--- src/jhd_pkg.sv ---
`timescale 1ns / 1ps
package jhd_pkg;

	localparam int SYMBOL_DEPTH = 256;
	localparam int SYM_AW = 9;
	localparam int QNT_AW = 6;
	localparam logic [7:0] BYTE_FF = 8'hff;
	localparam logic [6:0] COEF_END = 7'd64;
	localparam logic [4:0] CODE_MAX = 5'd16;
	localparam logic [7:0] DC_SIZE_MAX = 8'd11;
	localparam logic [3:0] AC_SIZE_MAX = 4'd10;

	typedef enum logic [2:0] {
		MODE_COUNT = 3'd0,
		MODE_SYMBOL = 3'd1,
		MODE_QUANT = 3'd2,
		MODE_SCAN = 3'd3,
		MODE_START = 3'd4
	} mode_t;

	typedef enum logic [1:0] {
		KIND_COEF = 2'd0,
		KIND_END = 2'd1,
		KIND_ERR = 2'd2
	} kind_t;

	typedef enum logic [1:0] {
		PH_DC_CODE = 2'd0,
		PH_DC_MAG = 2'd1,
		PH_AC_CODE = 2'd2,
		PH_AC_MAG = 2'd3
	} phase_t;

	typedef enum logic [2:0] {
		ST_IDLE,
		ST_BIT,
		ST_RECALC,
		ST_SYM,
		ST_QNT,
		ST_ENDB,
		ST_DONE
	} state_t;

	typedef struct packed {
		logic [1:0] kind;
		logic [5:0] position;
		logic [23:0] coefficient;
	} result_t;

	typedef struct packed {
		logic emit_req;
		logic item_end;
	} out_ctl_t;

	localparam logic [5:0] NATURAL_OF_ZIGZAG [64] = '{
		6'd0, 6'd1, 6'd8, 6'd16, 6'd9, 6'd2, 6'd3, 6'd10,
		6'd17, 6'd24, 6'd32, 6'd25, 6'd18, 6'd11, 6'd4, 6'd5,
		6'd12, 6'd19, 6'd26, 6'd33, 6'd40, 6'd48, 6'd41, 6'd34,
		6'd27, 6'd20, 6'd13, 6'd6, 6'd7, 6'd14, 6'd21, 6'd28,
		6'd35, 6'd42, 6'd49, 6'd56, 6'd57, 6'd50, 6'd43, 6'd36,
		6'd29, 6'd22, 6'd15, 6'd23, 6'd30, 6'd37, 6'd44, 6'd51,
		6'd58, 6'd59, 6'd52, 6'd45, 6'd38, 6'd31, 6'd39, 6'd46,
		6'd53, 6'd60, 6'd61, 6'd54, 6'd47, 6'd55, 6'd62, 6'd63
	};

endpackage

--- src/jhd_out.sv ---
`timescale 1ns / 1ps
module jhd_out (
	input  logic               clk,
	input  logic               arst_n,
	input  jhd_pkg::out_ctl_t  ctl,
	input  jhd_pkg::result_t   res,
	output logic               can_emit,
	output logic               pend_valid,
	output logic               m_axis_tvalid,
	input  logic               m_axis_tready,
	output logic [31:0]        m_axis_tdata,
	output logic [1:0]         m_axis_tuser,
	output logic               m_axis_tlast
);
	jhd_pkg::result_t pend_q;
	jhd_pkg::result_t out_q;
	logic pend_v_q;
	logic out_v_q;
	logic last_q;
	logic out_free;

	assign out_free = !out_v_q || m_axis_tready;
	assign can_emit = !pend_v_q || out_free;
	assign pend_valid = pend_v_q;

	always_ff @(posedge clk or negedge arst_n) begin
		if (!arst_n) begin
			pend_v_q <= 1'b0;
			out_v_q <= 1'b0;
		end else begin
			if (out_v_q && m_axis_tready) begin
				out_v_q <= 1'b0;
			end
			if (ctl.emit_req && can_emit) begin
				if (pend_v_q) begin
					out_v_q <= 1'b1;
				end
				pend_v_q <= 1'b1;
			end else if (ctl.item_end && can_emit && pend_v_q) begin
				out_v_q <= 1'b1;
				pend_v_q <= 1'b0;
			end
		end
	end

	always_ff @(posedge clk) begin
		if (ctl.emit_req && can_emit) begin
			pend_q <= res;
			if (pend_v_q) begin
				out_q <= pend_q;
				last_q <= 1'b0;
			end
		end else if (ctl.item_end && can_emit && pend_v_q) begin
			out_q <= pend_q;
			last_q <= 1'b1;
		end
	end

	assign m_axis_tvalid = out_v_q;
	assign m_axis_tdata = {2'b00, out_q.coefficient, out_q.position};
	assign m_axis_tuser = out_q.kind;
	assign m_axis_tlast = last_q;
endmodule

--- config.mk ---
export PLATFORM = sky130hd
export DESIGN_NAME = jhd_out
export DESIGN_NICKNAME = d
export VERILOG_FILES = /design/src/jhd_pkg.sv /design/src/jhd_out.sv
export SDC_FILE = /design/constraint.sdc
export NUM_CORES = 1
export LEC_CHECK = 0
export ABC_AREA = 0
export BUFFER_PORTS_ARGS = -buffer_cell sky130_fd_sc_hd__buf_2
export CAP_MARGIN = 20
export CORE_UTILIZATION = 50
export CTS_BUF_LIST = sky130_fd_sc_hd__clkbuf_8
export DETAILED_ROUTE_END_ITERATION = 10
export HOLD_SLACK_MARGIN = 0.1
export PLACE_DENSITY_LB_ADDON = 0.25
export REMOVE_ABC_BUFFERS = 1
export SYNTH_ARGS = -nofsm -noshare
export SYNTH_HDL_FRONTEND = slang
export SYNTH_SLANG_ARGS = --single-unit
--- constraint.sdc ---
create_clock -name clk -period 2.9 [get_ports clk]
set_clock_uncertainty 0.15 [all_clocks]
set_input_delay 0.145 -clock clk [delete_from_list [all_inputs] [get_ports clk]]
set_output_delay 0.145 -clock clk [all_outputs]
set_load 0.005 [all_outputs]
Word-level counts from Yosys, hierarchy flattened
Cells that the tools add are included.
- bits in registers: 67
- bits of input ports: 37
- output and inout bits: 38
- logic and storage cells: 32
- equality and inequality tests: 1
- multiplexer cells: 12
- reductions and logical operators: 10
- operators by type and width (cell ; count):
    two-way mux 32 bit ; 3
    two-way mux 1 bit ; 9
    logical AND 1 bit ; 4
    logical NOT 1 bit ; 2
    logical OR 1 bit ; 2
    inequality test 2 bit (second input constant) ; 1
    AND reduction 2 bit ; 1
    nonzero test 2 bit ; 1

Depth between registers and ports, before layout
Gate-level depths: netlist (run 1).
- depth after elaboration: 7
- mapped depth: 2
- depth with buffers taken out: 2

Least setup slack after synthesis (run 1)
OpenSTA, ideal clock, no wires.
- kind: flip-flop to flip-flop
- from: register out_v_q, in the netlist m_axis_tvalid
- to: register out_q (netlist bit m_axis_tdata[0]) (enable)
- setup time: 0.427 ns
- arrival: 2.008 ns
- required time: 2.323 ns
- slack: 0.314 ns
- stages on the path, launching flop included: 3
- path buffers: 0
- period minus slack after synthesis: 2.586 ns
- path through: dfrtp_1 -> nand2b_1 -> nor2b_1
- word-level cells in the longest chain between the ends: 7
- elaborated cells on any way between the ends: 9
- classes of those cells: 1 x eq/ne; 8 x reduce/logical
- ends and longest elaborated chain (element ; RTL line ; RTL):
    start: declaration ; jhd_out.sv:18 ; logic out_v_q;
    start signal: assignment ; jhd_out.sv:29 ; out_v_q <= 1'b0;
    start signal: assignment ; jhd_out.sv:32 ; out_v_q <= 1'b0;
    start signal: assignment ; jhd_out.sv:36 ; out_v_q <= 1'b1;
    logical NOT 1 bit (*) ; jhd_out.sv:22 ; assign out_free = !out_v_q || m_axis_tready;
    logical OR 1 bit (*) ; jhd_out.sv:22 ;
    logical OR 1 bit (*) ; jhd_out.sv:23 ; assign can_emit = !pend_v_q || out_free;
    logical AND 1 bit (2 in a row) ; jhd_out.sv:53 ; end else if (ctl.item_end && can_emit && pend_v_q) begin
    nonzero test 2 bit (no line) ; n/a ;
    AND reduction 2 bit (no line) (*) ; n/a ;
    end signal: assignment ; jhd_out.sv:50 ; out_q <= pend_q;
    end signal: assignment ; jhd_out.sv:54 ; out_q <= pend_q;
    end: declaration ; jhd_out.sv:16 ; jhd_pkg::result_t out_q;
Mark *: on every way between the ends. The rest lies on a longest branch, timed or not.
A chain may end at the register's enable or synchronous reset.

Worst setup path in the final report (run 1)
- from: input ctl[1] (netlist name)
- to: register out_q (netlist bit m_axis_tdata[14]) (enable)
- word-level cells in the longest chain between the ends: 3
- elaborated cells on any way between the ends: 4
- classes of those cells: 1 x eq/ne; 3 x reduce/logical
- ends and longest elaborated chain (element ; RTL line ; RTL):
    start: declaration ; jhd_out.sv:5 ; input jhd_pkg::out_ctl_t ctl,
    logical AND 1 bit (*) ; jhd_out.sv:47 ; if (ctl.emit_req && can_emit) begin
    inequality test 2 bit (no line) or nonzero test 2 bit (tied branches) ; n/a ;
    AND reduction 2 bit (no line) (*) ; n/a ;
Marks and branches as above.

==> results.cfg, run 1 <==
[outcome]
status = finished, final reports clean

[critical_path]
cp.required_ns = 2.73
crit_path_start_kind = primary input
critPathKind = primary input to flip-flop
critPathArrivalTime_ns = 1.53
worstPathMaxFanout = 33
path_delay_family = buffers and inverters
cp-end-kind = flip-flop
critPathMaxStageDelay_ns = 0.55
crit_path_cell_trace = dlygate4sd3_1 -> buf_2 -> o21ai_1 -> nor2b_4 -> buf_4
slowest_stage = dlygate4sd3_1
path_buf_inv = 3

[global_routing]
grt_pass1_wl_mm = 5.63
grt_overflow = 0
grt_pass1_vias = 1161
grt_max_degree = 34
grt_antenna_before_repair = 0
grt.total_usage_pct = 19.6

[logic_synthesis]
synth_seq_area_share_pct = 96.6
yosysMostFrequentCell = edfxtp_1
ys.flop_type = edfxtp_1
synth_cells = 80
netlist.area_leader.share_pct = 94.1
synth.top_cells.by_count = 65 x edfxtp_1, 2 x buf_4, 2 x dfrtp_1, 2 x nand2_1
synth_top_family_by_area = simple AND/OR/NAND/NOR gates
ys_ff_latch = 67
async_flop_share_pct = 2.99
synth_edf_count = 65
synth_top_cell_by_area = edfxtp_1
avgSynthCellArea_um2 = 25.9
synth-compound-area-share_pct = 0.543
synthTopCellsByArea = edfxtp_1 94%, dfrtp_1 2.4%, buf_4 0.72%, nand2_1 0.36%, nand3b_1 0.36%
yosysWarnings = 0
synth_cell_type_count = 13
synth_simple_gate_area_share_pct = 1.81
synthesis.area_mm2 = 0.00207
synth_fa_ha_area_share_pct = 0
muxShareOfSynthArea_pct = 0
synth_xor_area_share_pct = 0

[detailed_routing]
post_drt_wl_per_cell_um = 15.3
drt-total-wl_mm = 3.93
ant_nets = 0
post_drt_via_cell_ratio = 4.57
dr_total_vias = 1169
firstDrtPassIters = 4
drc = 0
drtIter0Drc = 72

[floorplan]
design.core.area_mm2 = 0.00400
initial_core_util_pct = 51.8
die_x_um = 66.4
die_height_um = 66.4
dieArea_mm2 = 0.00441
io_pins = 75
num_rows = 23

[layout]
nNetsFinal = 239
drive_above_1_share_pct = 41.7
synthToLayoutAreaGrowth_pct = 46.5
diodes = 0
seq_area_mm2 = 0.00200
fill_cells = 242
multi_input_area_um2 = 63.8

[clock_network]
postCtsSetupRepairBufs = 0
cts_resized = 0
root_buffer = clkbuf_8
cts-buffers-inserted = 9
cts_hold_buffers = 38
clkTransAtPathRegs_ns = 0.06
clock_sinks = 67
cts_tree = done
worst_skew_pair.late_latency_ns = 0.32
clock_path_buffers = 2
htree_num_levels = 3

[placed_design]
gp_congestion = 0.641
place_hpwl_mm = 2.02
portBuffers = 72

[sta]
min_period_over_period_pct = 58.6
setup-tns-final_ns = 0
setup_violations = 0
rsz0062_at_grt = false
maxSlewViolCount = 0
fin_hold_ws_ns = 0.269
fmaxAchievable_ghz = 0.589
hold_viol = 0
period_needed_ns = 1.70

[power_and_ir_drop]
ir_drop_v = 0.000510
p_leak_nw = 1.21
pwr_density_cell_mw_per_mm2 = 647
finalPower_mw = 1.96

[run]
maxCapViolCount = 0

[min_path]
hp-class = flip-flop to flip-flop
==> worst paths after layout <==
check / from / endpoint / slack (ns) / depth (start not counted)
max reg2reg: pend_valid / pend_q[12] / 1.27 / 3
max: ctl[1] / m_axis_tdata[14] / 1.20 / 5
min in group asynchronous: arst_n / pend_valid / 0.55 / 3
min reg2reg: pend_q[15] / m_axis_tdata[21] / 0.27 / 0
min: pend_q[15] / m_axis_tdata[21] / 0.27 / 0
max in group asynchronous: arst_n / m_axis_tvalid / 1.91 / 3
==> layout by cell type, fill, tap and decap left out, types with 2 or more instances in the layout <==
master,count
nand2_1,2
dlygate4sd3_1,38
clkinv_2,2
dfrtp_1,2
inv_1,2
conb_1,2
buf_4,2
buf_2,72
clkinv_1,3
edfxtp_1,65
clkbuf_8,9
==> worst reg2reg max path: stages (launching register included) <==
cell	delay, ns
dfrtp_1	0.42
nand3b_1	0.18
and2_1	0.15
buf_4	0.37
==> routing by layer <==
layer	vias up	routed length (um)	track usage, %
met4	0	57	12.8
met1	546	1670	23.2
met5	-	0	0
met2	67	1980	31.1
met3	6	222	5.86
li1	550	-	-
==> metrics by stage <==
step | instance area [um2] | std cells | worst slack, ns | util, %
floorplan | 2060 | 79 | 0.314 | -
global placement | 2510 | 203 | 1.43 | 62.7
detailed placement | 2510 | 203 | 1.34 | 62.7
CTS | 3040 | 256 | 1.29 | 75.9
global route | 3040 | 256 | 1.13 | 75.9
finish | 3040 | 256 | 1.20 | 75.9
==> state kept, by name, indices dropped and copies added (netlist names) <==
| signal | count |
|---|---|
| pend_q | 32 |
| m_axis_tdata | 30 |
| m_axis_tuser | 2 |
| m_axis_tlast | 1 |
| m_axis_tvalid | 1 |
| pend_valid | 1 |
==> cell type report <==
class                   count  share of cell area, %
multi-input cells          11                   2.10
inverters                   1                  0.124
well taps                  50                   2.06
clock buffers               9                   4.08
repair buffers            112                   24.9
clock inverters             6                  0.824
flip-flops and latches     67                   65.9
==> logic make-up (layout without fill, tap and decap cells) <==
| family | count (synthesis) | count (layout) |
|---|---|---|
| AO/OA/AOI/OAI | 2 | 2 |
| flip-flops | 67 | 67 |
| buffers and inverters | 3 | 128 |
| AND/OR/NAND/NOR | 7 | 7 |
| other | 1 | 2 |
==> where the power goes <==
group          switching, mW  leakage [nW]  internal (mW)
Combinational         0.0839         0.487         0.0893
Clock                  0.316        0.0826          0.290
Sequential            0.0221         0.643           1.16
Total                  0.422          1.21           1.54
(Power assumes the default switching activity.)
==> inputs of run 2 (changes only) <==
CORE_UTILIZATION = 45   (was 50)
clock period = 1.4 ns   (was 2.9 ns; I/O delays follow)
==> run 2 against run 1 <==
Net effect:
- clock-buffer cell count stayed put
- first-iteration DRC count is 13% higher
- critical path depth shrank 2
- die area increased by 11%
- sequential power grew 110%
- combinational power rose by 140%
- worst setup slack worse by 1.2 ns
- largest cell class unchanged
- largest power group unchanged
==> results.cfg, run 2 (synthesized netlist as in run 1, its figures left out) <==
[critical_path]
slowest_stage = dfrtp_1
critPathMaxStageDelay_ns = 0.40
path_buf_inv = 1
critPathArrivalTime_ns = 1.28
cp.required_ns = 1.29
path_delay_family = flip-flops
worstPathMaxFanout = 17
cp-end-kind = flip-flop
crit_path_cell_trace = nand2b_1 -> nor2b_4 -> buf_12
critPathKind = flip-flop to flip-flop
crit_path_start_kind = flip-flop

[detailed_routing]
post_drt_via_cell_ratio = 4.50
firstDrtPassIters = 4
post_drt_wl_per_cell_um = 14.3
drc = 0
ant_nets = 0
dr_total_vias = 1179
drt-total-wl_mm = 3.75
drtIter0Drc = 81

[clock_network]
worst_skew_pair.late_latency_ns = 0.33
htree_num_levels = 3
cts_tree = done
cts-buffers-inserted = 9
clkTransAtPathRegs_ns = 0.07
clock_path_buffers = 2
clock_sinks = 67
root_buffer = clkbuf_8

[floorplan]
design.core.area_mm2 = 0.00438
initial_core_util_pct = 47.3
io_pins = 75
num_rows = 24
dieArea_mm2 = 0.00488
die_x_um = 69.9
die_height_um = 69.9

[global_routing]
grt_pass1_vias = 1217
grt_max_degree = 33
grt_overflow = 0
grt.total_usage_pct = 16.3
grt_pass1_wl_mm = 5.57
grt_antenna_before_repair = 0

[placed_design]
post_dp_cell_area_mm2 = 0.00257
gp_congestion = 0.671
place_worst_setup_slack_ns = 0.0320
place_hpwl_mm = 2.14
portBuffers = 72

[power_and_ir_drop]
pwr_density_cell_mw_per_mm2 = 1360
p_leak_nw = 1.28
ir_drop_v = 0.000909

[sta]
fin_hold_ws_ns = 0.0947
timing.final.ws_setup_ns = 0.0148
fmaxAchievable_ghz = 0.722
hold_viol = 0
min_period_over_period_pct = 98.9
rsz0062_at_grt = true
maxSlewViolCount = 0
period_needed_ns = 1.39
setup_violations = 0

[layout]
synthToLayoutAreaGrowth_pct = 52.3
largest_reg_flops = 32
final_cell_area_mm2 = 0.00316
final_cell_mix = 71 x buf_2, 65 x edfxtp_1, 36 x dlygate4sd3_1
drive_above_1_share_pct = 43.8
nNetsFinal = 243
regMostFlops = pend_q
final_common_cell = buf_2
diodes = 0

[outcome]
status = finished, final reports clean

[min_path]
hp-class = primary input to flip-flop

[run]
maxCapViolCount = 0
==> run 2: final timing paths <==
check	from	endpoint	cells past startpoint	slack (ns)
setup / recovery	m_axis_tvalid	m_axis_tdata[16]	3	0.01
hold / removal	m_axis_tready	m_axis_tvalid	4	0.09
setup reg to reg	m_axis_tvalid	m_axis_tdata[16]	3	0.01
hold reg to reg	pend_q[4]	m_axis_tdata[10]	0	0.27
max in group asynchronous	arst_n	pend_valid	3	0.52
min in group asynchronous	arst_n	m_axis_tvalid	3	0.45
==> run 2: metal layers <==
layer	track usage (%)	up-vias	wire length, um
met5	0	-	0
met4	12.0	0	93
met3	5.19	9	229
met2	26.2	54	1900
met1	18.2	555	1520
li1	-	561	-
==> run 2: area by class of cell <==
class,instances,area [um2]
Sequential cell,67,2000
Clock inverter,6,50.0
Clock buffer,9,124
Tap cell,52,65.1
Multi-Input combinational cell,11,66.3
Inverter,1,3.75
Fill cell,283,1230
Timing Repair Buffer,116,847
==> run 2: through the flow <==
step / setup TNS, ns / std cells / power, mW / utilization, %
after floorplan: -55.04 / 79 / 2.58 / -
after global placement: 0 / 208 / 2.79 / 58.6
after detailed placement: 0 / 208 / 2.81 / 58.6
after CTS: 0 / 260 / 4.30 / 71.0
after global routing: -1.10 / 262 / 4.47 / 72.0
final: 0 / 262 / 4.30 / 72.0
==> run 2: what timing repair did <==
item | in CTS | in global routing
endpoints found under the hold margin | 37 | 0
resized for setup | 0 | 4
hold buffers | 37 | 0
buffers inserted | 0 | 1
setup endpoints to repair | 0 | 65
==> run 2: worst register-to-register path: cells and delay by family (launching register included) <==
family                 cells  cell delay, ns
flip-flops                 1            0.40
AND/OR/NAND/NOR            2            0.36
buffers and inverters      1            0.18
==> run 2: power breakdown <==
part	total [mW]	internal [mW]	switching, mW
Sequential	2.45	2.41	0.0453
Combinational	0.421	0.240	0.181
Clock	1.43	0.784	0.644
==> inputs of run 3 (changes only) <==
CORE_ASPECT_RATIO = 1.4   (was default)
CORE_UTILIZATION = 54   (was 45)
clock period = 1.8 ns   (was 1.4 ns; I/O delays follow)
==> run 3 against run 2 <==
Net effect:
- register-to-register slack better by 0.20 ns
- sequential share of layout area is 0.97 points higher
- final cell count is 3.8% lower
- sequential power is 22% lower
- via count is 2.7% higher
- total power is 19% lower
- final area is 1.5% lower
- combinational power is 30% lower
- largest cell class unchanged
==> results.cfg, run 3 (synthesized netlist as in run 1, its figures left out) <==
[clock_network]
htree_num_levels = 3
clock_sinks = 67
postCtsSetupRepairBufs = 0
worst_skew_pair.late_latency_ns = 0.33
root_buffer = clkbuf_8
cts-buffers-inserted = 9
clkTransAtPathRegs_ns = 0.07
clock_path_buffers = 2
cts_tree = done

[layout]
diodes = 0
largest_reg_flops = 32
nNetsFinal = 242
final_cell_area_mm2 = 0.00311
drive_above_1_share_pct = 43.8
final_common_cell = buf_2
regMostFlops = pend_q
synthToLayoutAreaGrowth_pct = 50.0
seq_area_mm2 = 0.00200
multi_input_area_um2 = 63.8
fill_cells = 160
final_cell_mix = 72 x buf_2, 65 x edfxtp_1, 39 x dlygate4sd3_1

[floorplan]
die_x_um = 54.4
num_rows = 26
design.core.area_mm2 = 0.00368
dieArea_mm2 = 0.00409
io_pins = 75
initial_core_util_pct = 56.4
die_height_um = 75.3

[critical_path]
r2r_setup_slack_ns = 0.22
r2r_cells = 3
critPathKind = flip-flop to flip-flop
crit_path_start_kind = flip-flop
cp.required_ns = 1.74
critPathArrivalTime_ns = 1.52
r2r-end = m_axis_tlast
worstPathMaxFanout = 3
cp-end-kind = flip-flop
r2r_start = m_axis_tvalid

[global_routing]
grt_pass1_wl_mm = 6.45
grt_antenna_before_repair = 0
grt_max_degree = 21
grt_pass1_vias = 1288
grt_overflow = 0
grt.total_usage_pct = 25.8

[detailed_routing]
dr_total_vias = 1211
post_drt_via_cell_ratio = 4.81
drtIter0Drc = 32
drt-total-wl_mm = 4.53
post_drt_wl_per_cell_um = 18.0
ant_nets = 0
drc = 0
firstDrtPassIters = 4

[power_and_ir_drop]
finalPower_mw = 3.50
p_leak_nw = 1.26
ir_drop_v = 0.000891
pwr_density_cell_mw_per_mm2 = 1130

[placed_design]
portBuffers = 72
gp_congestion = 0.778
post_dp_cell_area_mm2 = 0.00251
place_hpwl_mm = 2.24

[min_path]
hp-class = flip-flop to flip-flop
hold_end = m_axis_tuser[0]
min_from = pend_q[30]
hold_depth = 0

[sta]
fmaxAchievable_ghz = 0.633
period_needed_ns = 1.58
hold_viol = 0
maxSlewViolCount = 0
min_period_over_period_pct = 87.8
rsz0062_at_grt = false
setup_violations = 0

[outcome]
status = finished, final reports clean

[run]
maxCapViolCount = 0
-- run 3: changes by cell type in the layout (fill, tap and decap cells not counted), sizes merged --
cell | before | now
buf | 78 | 76
bufinv | 1 | 2
clkbuf | 10 | 9
clkinv | 3 | 4
dlygate4sd3 | 36 | 39
dlymetal6s4s | 1 | 0
inv | 3 | 2
-- run 3: power breakdown --
part	internal, mW	leakage [nW]	total [mW]	switching, mW
clock network	0.765	0.114	1.30	0.531
registers	1.87	0.643	1.91	0.0402
logic	0.153	0.500	0.295	0.142
-- run 3: through the flow --
stage	TNS, ns	setup slack [ns]	util, %	std cells	hold WS, ns
floorplan	-29.04	-0.786	-	79	-0.356
global placement	0	0.433	68.3	197	-0.274
detailed placement	0	0.366	68.3	197	-0.270
CTS	0	0.249	84.6	252	0.270
global route	0	0.145	84.6	252	0.273
finish	0	0.219	84.6	252	0.270
-- run 3: layout make-up --
| cell class | instances | area share (%) |
|---|---|---|
| flip-flops and latches | 67 | 64.4 |
| well taps | 42 | 1.69 |
| multi-input cells | 11 | 2.05 |
| repair buffers | 115 | 25.1 |
| clock inverters | 7 | 2.70 |
| clock buffers | 9 | 3.98 |
| inverters | 1 | 0.121 |
-- run 3: worst max path at each step --
stage	start	endpoint	slack, ns	depth (start not counted)
finish	m_axis_tvalid	m_axis_tlast	0.22	3
global route	pend_valid	m_axis_tlast	0.14	3
CTS	m_axis_tready	pend_valid	0.25	5
detailed placement	pend_valid	pend_q[15]	0.37	3
global placement	pend_valid	pend_q[15]	0.43	3
floorplan	m_axis_tvalid	m_axis_tdata[0]	-0.79	2
-- run 3: worst max-delay path: stages (launching register included) --
cell and delay (ns):
dfrtp_1 0.41, nand3b_1 0.17, nand2_1 0.06, dlygate4sd3_1 0.54
-- run 3: layer usage --
layer / global-route usage (%) / share of wire, %
met4: 12.5 / 2.6
met1: 26.2 / 34
met2: 45.1 / 58
met5: 0 / 0
met3: 9.58 / 5.6
-- run 3: timing repair --
item	in CTS	in global routing
hold buffers	39	0
gates resized for setup	0	0
hold endpoints to repair	37	0
